## config.mk

```make
export PLATFORM = sky130hd
export DESIGN_NAME = rc4_front
export DESIGN_NICKNAME = d
export VERILOG_FILES = /design/src/hdl/rc4_pkg.sv /design/src/hdl/rc4_front.sv
export VERILOG_INCLUDE_DIRS = /design/src /design/src/hdl
export SDC_FILE = /design/constraint.sdc
export NUM_CORES = 1
export LEC_CHECK = 0
export ABC_AREA = 1
export BUFFER_PORTS_ARGS = -buffer_cell sky130_fd_sc_hd__buf_2
export CORE_MARGIN = 2
export CORE_UTILIZATION = 46
export CTS_CLUSTER_SIZE = 20
export DETAILED_ROUTE_END_ITERATION = 7
export MAX_ROUTING_LAYER = met4
export PLACE_DENSITY = 0.66
export SLEW_MARGIN = 25
export SYNTH_ARGS = -nofsm -noshare
export SYNTH_HDL_FRONTEND = slang
export SYNTH_SLANG_ARGS = --single-unit
```

## constraint.sdc

```tcl
create_clock -name clk -period 2.2 [get_ports clk]
set_clock_uncertainty 0.05 [all_clocks]
set_input_delay 0.44 -clock clk [delete_from_list [all_inputs] [get_ports clk]]
set_output_delay 0.44 -clock clk [all_outputs]
set_load 0.01 [all_outputs]
```

## src/hdl/rc4_stream_cipher_assert.svh

```systemverilog
// assertion macros shared by the rc4 modules
`ifndef RC4_STREAM_CIPHER_ASSERT_SVH
`define RC4_STREAM_CIPHER_ASSERT_SVH
`ifndef ASSERT_OFF
// property must hold at every clock edge outside reset
`define RC4_ASSERT(lbl, clk_s, rst_n_s, prop) \
	lbl: assert property (@(posedge clk_s) disable iff (!(rst_n_s)) (prop)) \
		else $error("rc4 assertion failed");
// condition must never be seen outside reset
`define RC4_NEVER(lbl, clk_s, rst_n_s, cond) \
	lbl: assert property (@(posedge clk_s) disable iff (!(rst_n_s)) !(cond)) \
		else $error("rc4 forbidden condition");
`else
`define RC4_ASSERT(lbl, clk_s, rst_n_s, prop)
`define RC4_NEVER(lbl, clk_s, rst_n_s, cond)
`endif
`endif

```

## src/hdl/rc4_pkg.sv

```systemverilog
package rc4_pkg;

	localparam int BYTE_W            = 8;
	localparam int TABLE_SIZE        = 256;
	localparam int KEY_CNT_W         = 9;
	localparam int DEF_MAX_KEY_BYTES = 256;
	localparam int Q_DEPTH           = 4;

	// item kinds as sorted by the front end
	typedef enum logic [1:0] {
		OP_KEY_BYTE,
		OP_KEY_FINAL,
		OP_DATA,
		OP_DATA_FINAL
	} rc4_op_t;

	typedef struct packed {
		rc4_op_t           op;
		logic [BYTE_W-1:0] data;
	} rc4_item_t;

	// head of the queue as seen by the back end
	typedef struct packed {
		logic      valid;
		rc4_item_t item;
	} rc4_q_t;

endpackage

```

## src/hdl/rc4_front.sv

```systemverilog
`include "rc4_stream_cipher_assert.svh"

module rc4_front (
	input  logic                  clk,
	input  logic                  arst_n,
	input  logic                  in_valid,
	output logic                  in_stall,
	input  logic                  mode,
	input  logic [7:0]            data_byte,
	input  logic                  last,
	output rc4_pkg::rc4_q_t       q_head,
	input  logic                  q_pop
);
	import rc4_pkg::*;

	localparam int PTR_W = (Q_DEPTH > 1) ? $clog2(Q_DEPTH) : 1;
	localparam int CNT_W = $clog2(Q_DEPTH + 1);

	rc4_item_t            q_mem [Q_DEPTH];
	logic [PTR_W-1:0]     wr_ptr_q;
	logic [PTR_W-1:0]     rd_ptr_q;
	logic [CNT_W-1:0]     count_q;
	rc4_item_t            item_in;
	logic                 push;

	// sort the incoming beat
	always_comb begin
		item_in.data = data_byte;
		unique case ({mode, last})
			2'b00:   item_in.op = OP_KEY_BYTE;
			2'b01:   item_in.op = OP_KEY_FINAL;
			2'b10:   item_in.op = OP_DATA;
			default: item_in.op = OP_DATA_FINAL;
		endcase
	end

	assign in_stall    = (count_q == CNT_W'(Q_DEPTH));
	assign push        = in_valid && !in_stall;
	assign q_head.valid = (count_q != '0);
	assign q_head.item  = q_mem[rd_ptr_q];

	always_ff @(posedge clk) begin
		if (push) begin
			q_mem[wr_ptr_q] <= item_in;
		end
	end

	always_ff @(posedge clk or negedge arst_n) begin
		if (!arst_n) begin
			wr_ptr_q <= '0;
			rd_ptr_q <= '0;
			count_q  <= '0;
		end else begin
			if (push) begin
				wr_ptr_q <= (wr_ptr_q == PTR_W'(Q_DEPTH - 1)) ? '0 : wr_ptr_q + PTR_W'(1);
			end
			if (q_pop) begin
				rd_ptr_q <= (rd_ptr_q == PTR_W'(Q_DEPTH - 1)) ? '0 : rd_ptr_q + PTR_W'(1);
			end
			if (push && !q_pop) begin
				count_q <= count_q + CNT_W'(1);
			end else if (q_pop && !push) begin
				count_q <= count_q - CNT_W'(1);
			end
		end
	end

	`RC4_ASSERT(a_cnt_bound, clk, arst_n, count_q <= CNT_W'(Q_DEPTH))
	`RC4_NEVER(a_pop_empty, clk, arst_n, q_pop && (count_q == '0))
	`RC4_ASSERT(a_cnt_grow, clk, arst_n, (push && !q_pop) |=> (count_q == $past(count_q) + CNT_W'(1)))

endmodule

```

==> metrics, run 1 <==
synthesized net count=198; fmax=0.4925 GHz; Mean Syn Cell Area=roughly 12 sq um; ys flop type=edfxtp_1; critical path class=register to output port; DP HPWL=2221 um; core area=roughly 4400 sq um; final hold violations=0; top-area cell type share of the netlist area=58.15%; # nets final=230; VDD IR max=between 0.4 and 0.5 mV; Yosys top cell by area=edfxtp_1; Setup crit start kind=register; antenna fix cells=0; footprint of the multi-input gates=483.0 sq um; drt pass-1 iters=4; # DRC=0; Vias=1259; FF/Latch Area=1376 sq um; post-synth cell types=20; Leak=1.062 nW; die area=5042 sq um; hold_sp=mode; main area contributors after synthesis=edfxtp_1 (58%), dfrtp_1 (8.5%), nand2_1 (7.6%); reg2reg start=count_q[0]; fillers=between 300 and 400; die width=71.01 um; CP startpoint=rd_ptr_q[0]; std cell rows=24; Syn Std Cell Area=2066 sq um; Slew Limit Fails=0; largest net degree at the start of global routing=25; Skew-Pair Late Insertion Delay=300 ps; post-route minimum period=2030 ps; drt wl/cell=around 13 um; Die H=71.01 um; CTS buffer count=5; most frequent cell after synthesis=nand2_1; post-route ant nets=0; clock-pin transition on the worst setup and hold timing paths=90 ps; pre-CTS WS=332.5 ps; reg-to-reg endpoint=count_q[2]; setup violators final=0; initial antenna violation count=0; RSZ-0062 raised after global routing=false; Seq/Total Area, Yosys=66.63%; gr ovfl total=0; crit path DAT=approximately 1500 ps; Post-synth top cells=nand2_1 (42), edfxtp_1 (40), inv_1 (36); GRT Total Usage=15.09%; Area Overhead vs Synth=15.02%; Hold WC Path Type=primary input to register; Initial DRC Count=72; worst-path fanout max=24; Initial Util=about 47%; vias in the first global route=~1.2k; Data required, critical path=1710 ps; period utilization=92.29%; Power Dens Cells=~1200 nW/um^2; CTS H-tree lvls=2; CP Capture Type=output port; Root Driver=clkbuf_8; first-pass GRT wire length=5457 um; # IOs=26; Setup crit end=q_head[2]; synth warn=0; vias per std cell=4.805; Worst-Margin Slew=397.5 ps; min setup slack post-route=169.6 ps; I/O Buffers=25; Worst R2R Path Depth=11; Sink Count=47; ratio of cells with drive above 1 in the final layout=20.00%; GP Congestion=0.7776; max-cap violations=0; final WL=around 3300 um; Synth Instances=177; reg-to-reg slack, setup=340 ps; clock buffer depth=2; count of state elements after synthesis=47; CTS tree=yes; async set-reset flop share out of synthesis=between 10 and 15%; normalized max-slew margin=73.47%; setup TNS=0 ps; status=completed; number of synthesized flops with an enable pin=40; PostCTS Resize Cnt=0
-- per-stage QoR --
stage	area (sq um)	cells	util, %	hold slack [ps]	power (mW)
floorplan	2066	177	-	94.41	2.028
global placement	2253	253	51.75	234.4	2.340
finish	2376	262	54.57	295.3	2.951
CTS	2376	262	54.57	286.9	2.997
detailed placement	2253	253	51.75	234.3	2.369
global route	2376	262	54.57	293.3	3.182
-- critical path, stage by stage (launching register included) --
cell and delay, ps:
dfrtp_1 420, inv_2 250, buf_12 200, nand2_1 60
o211ai_1 80, nand2_1 80, buf_2 140
-- worst min path at each step --
stage,to,slack [ps],depth (start not counted)
2_1_floorplan,count_q[0],90,0
3_3_place_gp,wr_ptr_q[0],230,1
3_5_place_dp,count_q[0],230,1
4_1_cts,q_mem[1][9],290,1
5_1_grt,q_mem[0][8],290,1
6_report,q_mem[1][9],300,1
-- layout make-up --
class                   count  share of cell area (%)
inverters                  37                   5.845
well taps                  52                   2.738
flip-flops and latches     47                   57.93
clock inverters             3                   1.843
clock buffers               5                   2.896
repair buffers             33                   8.425
multi-input cells          85                   20.33
-- cells in the final DEF (no fill, tap or decap) --
cell type and instances:
nand2_1 42, edfxtp_1 40, inv_1 36, buf_2 25, o211ai_1 20, dfrtp_1 7
ha_1 6, buf_4 6, nand3_1 5, nor2_1 5, clkbuf_8 5, o21ai_0 2
inv_2 1, nand2_2 1, xnor2_1 1, o21ai_1 1, nand4_1 1, fa_1 1
clkinv_4 1, bufinv_16 1, clkinv_2 1, dlygate4sd3_1 1, buf_12 1
-- kinds of logic after synthesis --
kind of cell | Yosys count | synth area share (%)
adders and majority gates | 7 | 4.603
and+or+nand+nor | 54 | 10.36
xor gates and xnor gates | 1 | 0.4241
DFF | 47 | 66.63
buffers and inverters | 45 | 9.994
AOI/OAI and AO/OA | 23 | 7.995
-- per-layer routing --
metal | vias up | track usage (%) | share of wire, %
met3 | 8 | 3.419 | 3.7
met2 | 23 | 24.92 | 50
met1 | 578 | 17.32 | 44
met4 | 0 | 7.547 | 2.2
li1 | 650 | - | -
met5 | - | - | 0
-- what timing repair did --
item | 4_1_cts | 5_1_grt
endpoints found under the hold margin | 7 | 0
buffers inserted | 0 | 0
hold buffers | 1 | 0
endpoints found under the setup margin | 0 | 0
-- state kept, by name (all words and copies together), names as in the netlist --
signal / cells
rd_ptr_q: 2
count_q: 3
q_mem: 40
wr_ptr_q: 2
-- power by group --
part / leakage (nW) / switching, mW / internal, mW / total [mW]
Sequential: 0.451 / 0.0833 / 1.19 / 1.27
Combinational: 0.553 / 0.643 / 0.414 / 1.06
Clock: 0.0581 / 0.286 / 0.338 / 0.624
Power figures use the tool's default switching activity.
==> run 2: changes to the inputs <==
--- a/config.mk
+++ b/config.mk
@@ -9,11 +9,10 @@
 export ABC_AREA = 1
 export BUFFER_PORTS_ARGS = -buffer_cell sky130_fd_sc_hd__buf_2
 export CORE_MARGIN = 2
-export CORE_UTILIZATION = 46
+export CORE_UTILIZATION = 30
 export CTS_CLUSTER_SIZE = 20
 export DETAILED_ROUTE_END_ITERATION = 7
 export MAX_ROUTING_LAYER = met4
-export PLACE_DENSITY = 0.66
 export SLEW_MARGIN = 25
 export SYNTH_ARGS = -nofsm -noshare
 export SYNTH_HDL_FRONTEND = slang
==> metrics, run 2 (synthesis results as in run 1) <==
setup TNS=0 ps; final WL=approximately 3300 um; # IOs=26; Data required, critical path=1710 ps; status=completed; clock buffer depth=2; Die H=just under 90 um; CP most frequent cell=nand2_1; die width=86.98 um; total power=2.796 mW; Post-CTS Hold Fix Bufs=1; Setup crit start kind=register; final hold violations=0; footprint of the multi-input gates=483.0 sq um; Hold WC Path Type=primary input to register; Crit path largest cell delay=420 ps; normalized max-slew margin=72.26%; most frequent cells in the layout=nand2_1 (42), edfxtp_1 (40), inv_1 (36); die area=7566 sq um; Initial DRC Count=57; RSZ-0062 raised after global routing=false; ratio of cells with drive above 1 in the final layout=19.62%; core area=roughly 6700 sq um; antenna fix cells=0; I/O Buffers=25; GP Congestion=0.7777; Area Overhead vs Synth=14.66%; # DRC=0; std cell rows=30; largest net degree at the start of global routing=18; CTS tree=yes; period utilization=91.39%; critical path class=register to output port; post-route ant nets=0; postcts setup bufs=0; gr ovfl total=0; fillers=about 650; crit-path cells=inv_2 -> buf_4 -> nand2_1 -> o211ai_1 -> nand2_1 -> buf_2; commonest non-fill, non-tap cell in the layout=nand2_1; Slew Limit Fails=0; final instance count without filler cells=just under 300; CTS buffer count=5; # nets final=230; CTS H-tree lvls=2; clock-pin transition on the worst setup and hold timing paths=about 80 ps; initial antenna violation count=0; fmax=just under 0.5 GHz; worst-path fanout max=17; crit path DAT=1520 ps; max reg flops=40; Initial Util=30.74%; drt pass-1 iters=4; CP max-delay cell=dfrtp_1; post-route minimum period=2010 ps; DP HPWL=2293 um; Worst-Margin Slew=415.6 ps; FF/Latch Area=1376 sq um; Sink Count=47; Reg with most FFs=q_mem; placed instance count=281; Leak=~1.0 nW; Vias=1244; setup violators final=0; CP Capture Type=output port; vias in the first global route=1162; max-cap violations=0; Power Dens Cells=1180 nW/um^2; first-pass GRT wire length=5444 um; biggest regs=q_mem (40), count_q (3); drt wl/cell=11.46 um; GRT Total Usage=10.03%; VDD IR max=0.2907 mV; PostCTS Resize Cnt=0; vias per std cell=between 4 and 5; Root Driver=clkbuf_8; Skew-Pair Late Insertion Delay=a little under 300 ps
[run 2: cell types whose count changed in the layout (fill, tap and decap cells not counted), sizes merged]
cell	delta
bufinv	-1
[run 2: critical path, delay by kind of cell (launching register included)]
| kind | cells | cell delay (ps) |
|---|---|---|
| AOI/OAI and AO/OA | 1 | 80 |
| buffers and inverters | 3 | 580 |
| DFF | 1 | 420 |
| and+or+nand+nor | 2 | 150 |
[run 2: worst paths after layout]
| kind | from | endpoint | slack (ps) | depth (start not counted) |
|---|---|---|---|---|
| min in group asynchronous | arst_n | count_q[1] | 450 | 2 |
| max in group asynchronous | arst_n | wr_ptr_q[0] | 1490 | 2 |
| setup reg to reg | count_q[1] | count_q[1] | 360 | 9 |
| hold / removal | data_byte[7] | q_mem[0][7] | 310 | 1 |
| setup / recovery | rd_ptr_q[0] | q_head[1] | 190 | 6 |
| hold reg to reg | count_q[2] | count_q[2] | 480 | 2 |
[run 2: through the flow]
step                      hold slack, ps  worst slack [ps]  utilization [%]  instance area (sq um)
after floorplan                    94.41             476.5                -                   2066
after global placement             234.3             399.9            33.87                   2276
after detailed placement           236.1             348.3            33.87                   2276
after CTS                          302.2             184.4            35.25                   2369
after global routing               294.9             31.36            35.25                   2369
final                              307.6             189.5            35.25                   2369
[run 2: final cells by class]
type	instances	area share [%]
sequential	47	58.11
multi-input combinational	85	20.39
timing repair buffer	33	7.924
inverter	37	5.864
tap	80	4.226
clock buffer	5	2.905
clock inverter	2	0.5811
[run 2: per-layer routing]
layer | part of all wire (%) | track usage, %
met3 | 4.1 | 3.033
met2 | 51 | 17.77
met1 | 43 | 10.10
met5 | 0 | -
met4 | 1.7 | 4.545
[run 2: where the power goes]
| part | total, mW | switching, mW | internal (mW) | leakage (nW) |
|---|---|---|---|---|
| Combinational | 1.04 | 0.642 | 0.396 | 0.548 |
| Clock | 0.488 | 0.271 | 0.217 | 0.0440 |
| Sequential | 1.27 | 0.0835 | 1.19 | 0.451 |
| Total | 2.80 | 0.997 | 1.80 | 1.04 |
==> run 3: changes to the inputs <==
--- a/config.mk
+++ b/config.mk
@@ -9,7 +9,7 @@
 export ABC_AREA = 1
 export BUFFER_PORTS_ARGS = -buffer_cell sky130_fd_sc_hd__buf_2
 export CORE_MARGIN = 2
-export CORE_UTILIZATION = 30
+export CORE_UTILIZATION = 45
 export CTS_CLUSTER_SIZE = 20
 export DETAILED_ROUTE_END_ITERATION = 7
 export MAX_ROUTING_LAYER = met4
==> metrics, run 3 (synthesis results as in run 1) <==
CTS H-tree lvls=2; critical path class=register to output port; CTS tree=yes; footprint of the multi-input gates=483.0 sq um; fmax=between 0.4 and 0.5 GHz; Hold WC Path Type=primary input to register; hold_sp=data_byte[7]; ratio of cells with drive above 1 in the final layout=between 10% and 20%; normalized max-slew margin=73.28%; clock buffer depth=2; Initial DRC Count=112; drt wl/cell=13.72 um; crit path DAT=1560 ps; placed instance count=252; drt pass-1 iters=4; # DRC=0; first-pass GRT wire length=5885 um; die width=71.76 um; status=completed; Reg with most FFs=q_mem; most frequent cells in the layout=nand2_1 (42), edfxtp_1 (40), inv_1 (36); largest net degree at the start of global routing=26; end of the worst hold path=q_mem[1][7]; setup TNS=0 ps; vias in the first global route=1291; DP HPWL=2446 um; Worst R2R Path Depth=9; CP Capture Type=output port; Root Driver=clkbuf_8; max reg flops=40; vias per std cell=5.004; post-route ant nets=0; RSZ-0062 raised after global routing=false; final hold violations=0; Vias=1306; GP Congestion=a little under 0.8; final WL=3581 um; biggest regs=q_mem (40), count_q (3); worst hold path stage count=1; GRT Total Usage=about 16%; initial antenna violation count=0; postcts setup bufs=0; std cell rows=24; fillers=386; reg2reg start=count_q[0]; Power Dens Cells=around 1300 nW/um^2; period utilization=between 90% and 100%; commonest non-fill, non-tap cell in the layout=nand2_1; gr ovfl total=0; CTS buffer count=5; Skew-Pair Late Insertion Delay=300 ps; setup violators final=0; worst-path fanout max=25; max-cap violations=0; reg-to-reg endpoint=count_q[1]; Initial Util=47.12%; Leak=1.057 nW; # nets final=229; Area Overhead vs Synth=14.66%; I/O Buffers=25; die area=5149 sq um; FF/Latch Area=1376 sq um; Worst-Margin Slew=400.4 ps; final instance count without filler cells=261; reg-to-reg slack, setup=300 ps; antenna fix cells=0; pre-CTS WS=approximately 290 ps; clock-pin transition on the worst setup and hold timing paths=90 ps; # IOs=26; Data required, critical path=between 1500 and 2000 ps; core area=4384 sq um; Setup crit start kind=register; Slew Limit Fails=0; min setup slack post-route=approximately 150 ps; VDD IR max=0.6366 mV; Final Util=54.02%; Die H=71.76 um; post-route minimum period=2051 ps; Sink Count=between 40 and 50
-- run 3: cell types whose count changed in the layout (fill, tap and decap cells not counted) --
cell	before	now
bufinv_16	0	1
buf_12	0	1
buf_4	7	5
-- run 3: worst max path at each step --
stage / start / endpoint / slack (ps) / cells past startpoint
6_report: rd_ptr_q[0] / q_head[5] / 150 / 6
5_1_grt: rd_ptr_q[0] / q_head[5] / 30 / 6
4_1_cts: rd_ptr_q[0] / q_head[3] / 130 / 6
3_5_place_dp: count_q[0] / count_q[1] / 290 / 9
3_3_place_gp: count_q[1] / count_q[1] / 410 / 9
2_1_floorplan: count_q[0] / count_q[1] / 480 / 9
-- run 3: what timing repair did --
action                    4_1_cts  5_1_grt
gates resized for setup         0        0
hold buffers                    1        0
hold endpoints to repair        7        0
-- run 3: critical path: stages, from the launching register on --
cell	delay (ps)
dfrtp_1	420
inv_2	260
buf_12	200
nand2_1	60
o211ai_1	90
nand2_1	80
buf_2	140
-- run 3: layer usage --
layer	track usage, %	vias up	routed length, um
li1	-	649	-
met4	7.757	0	92
met2	26.34	27	1747
met1	18.27	620	1593
met3	4.923	10	147
met5	-	-	0
-- run 3: per-stage QoR --
stage	power [mW]	instance area, sq um	hold slack, ps
after floorplan	2.028	2066	94.41
after global placement	2.320	2246	232.0
after detailed placement	2.391	2246	238.6
after CTS	3.011	2369	285.3
after global routing	3.185	2369	284.2
final	2.966	2369	292.7
-- run 3: layout make-up --
cell class              count  area share [%]
multi-input cells          85           20.39
clock buffers               5           2.905
inverters                  37           5.864
repair buffers             32           8.135
well taps                  52           2.747
clock inverters             3           1.849
flip-flops and latches     47           58.11
-- run 3: report_power, final --
group,total [mW],switching [mW],internal [mW]
logic,1.07,0.659,0.407
registers,1.28,0.0911,1.19
clock network,0.621,0.283,0.338
total,2.97,1.03,1.93
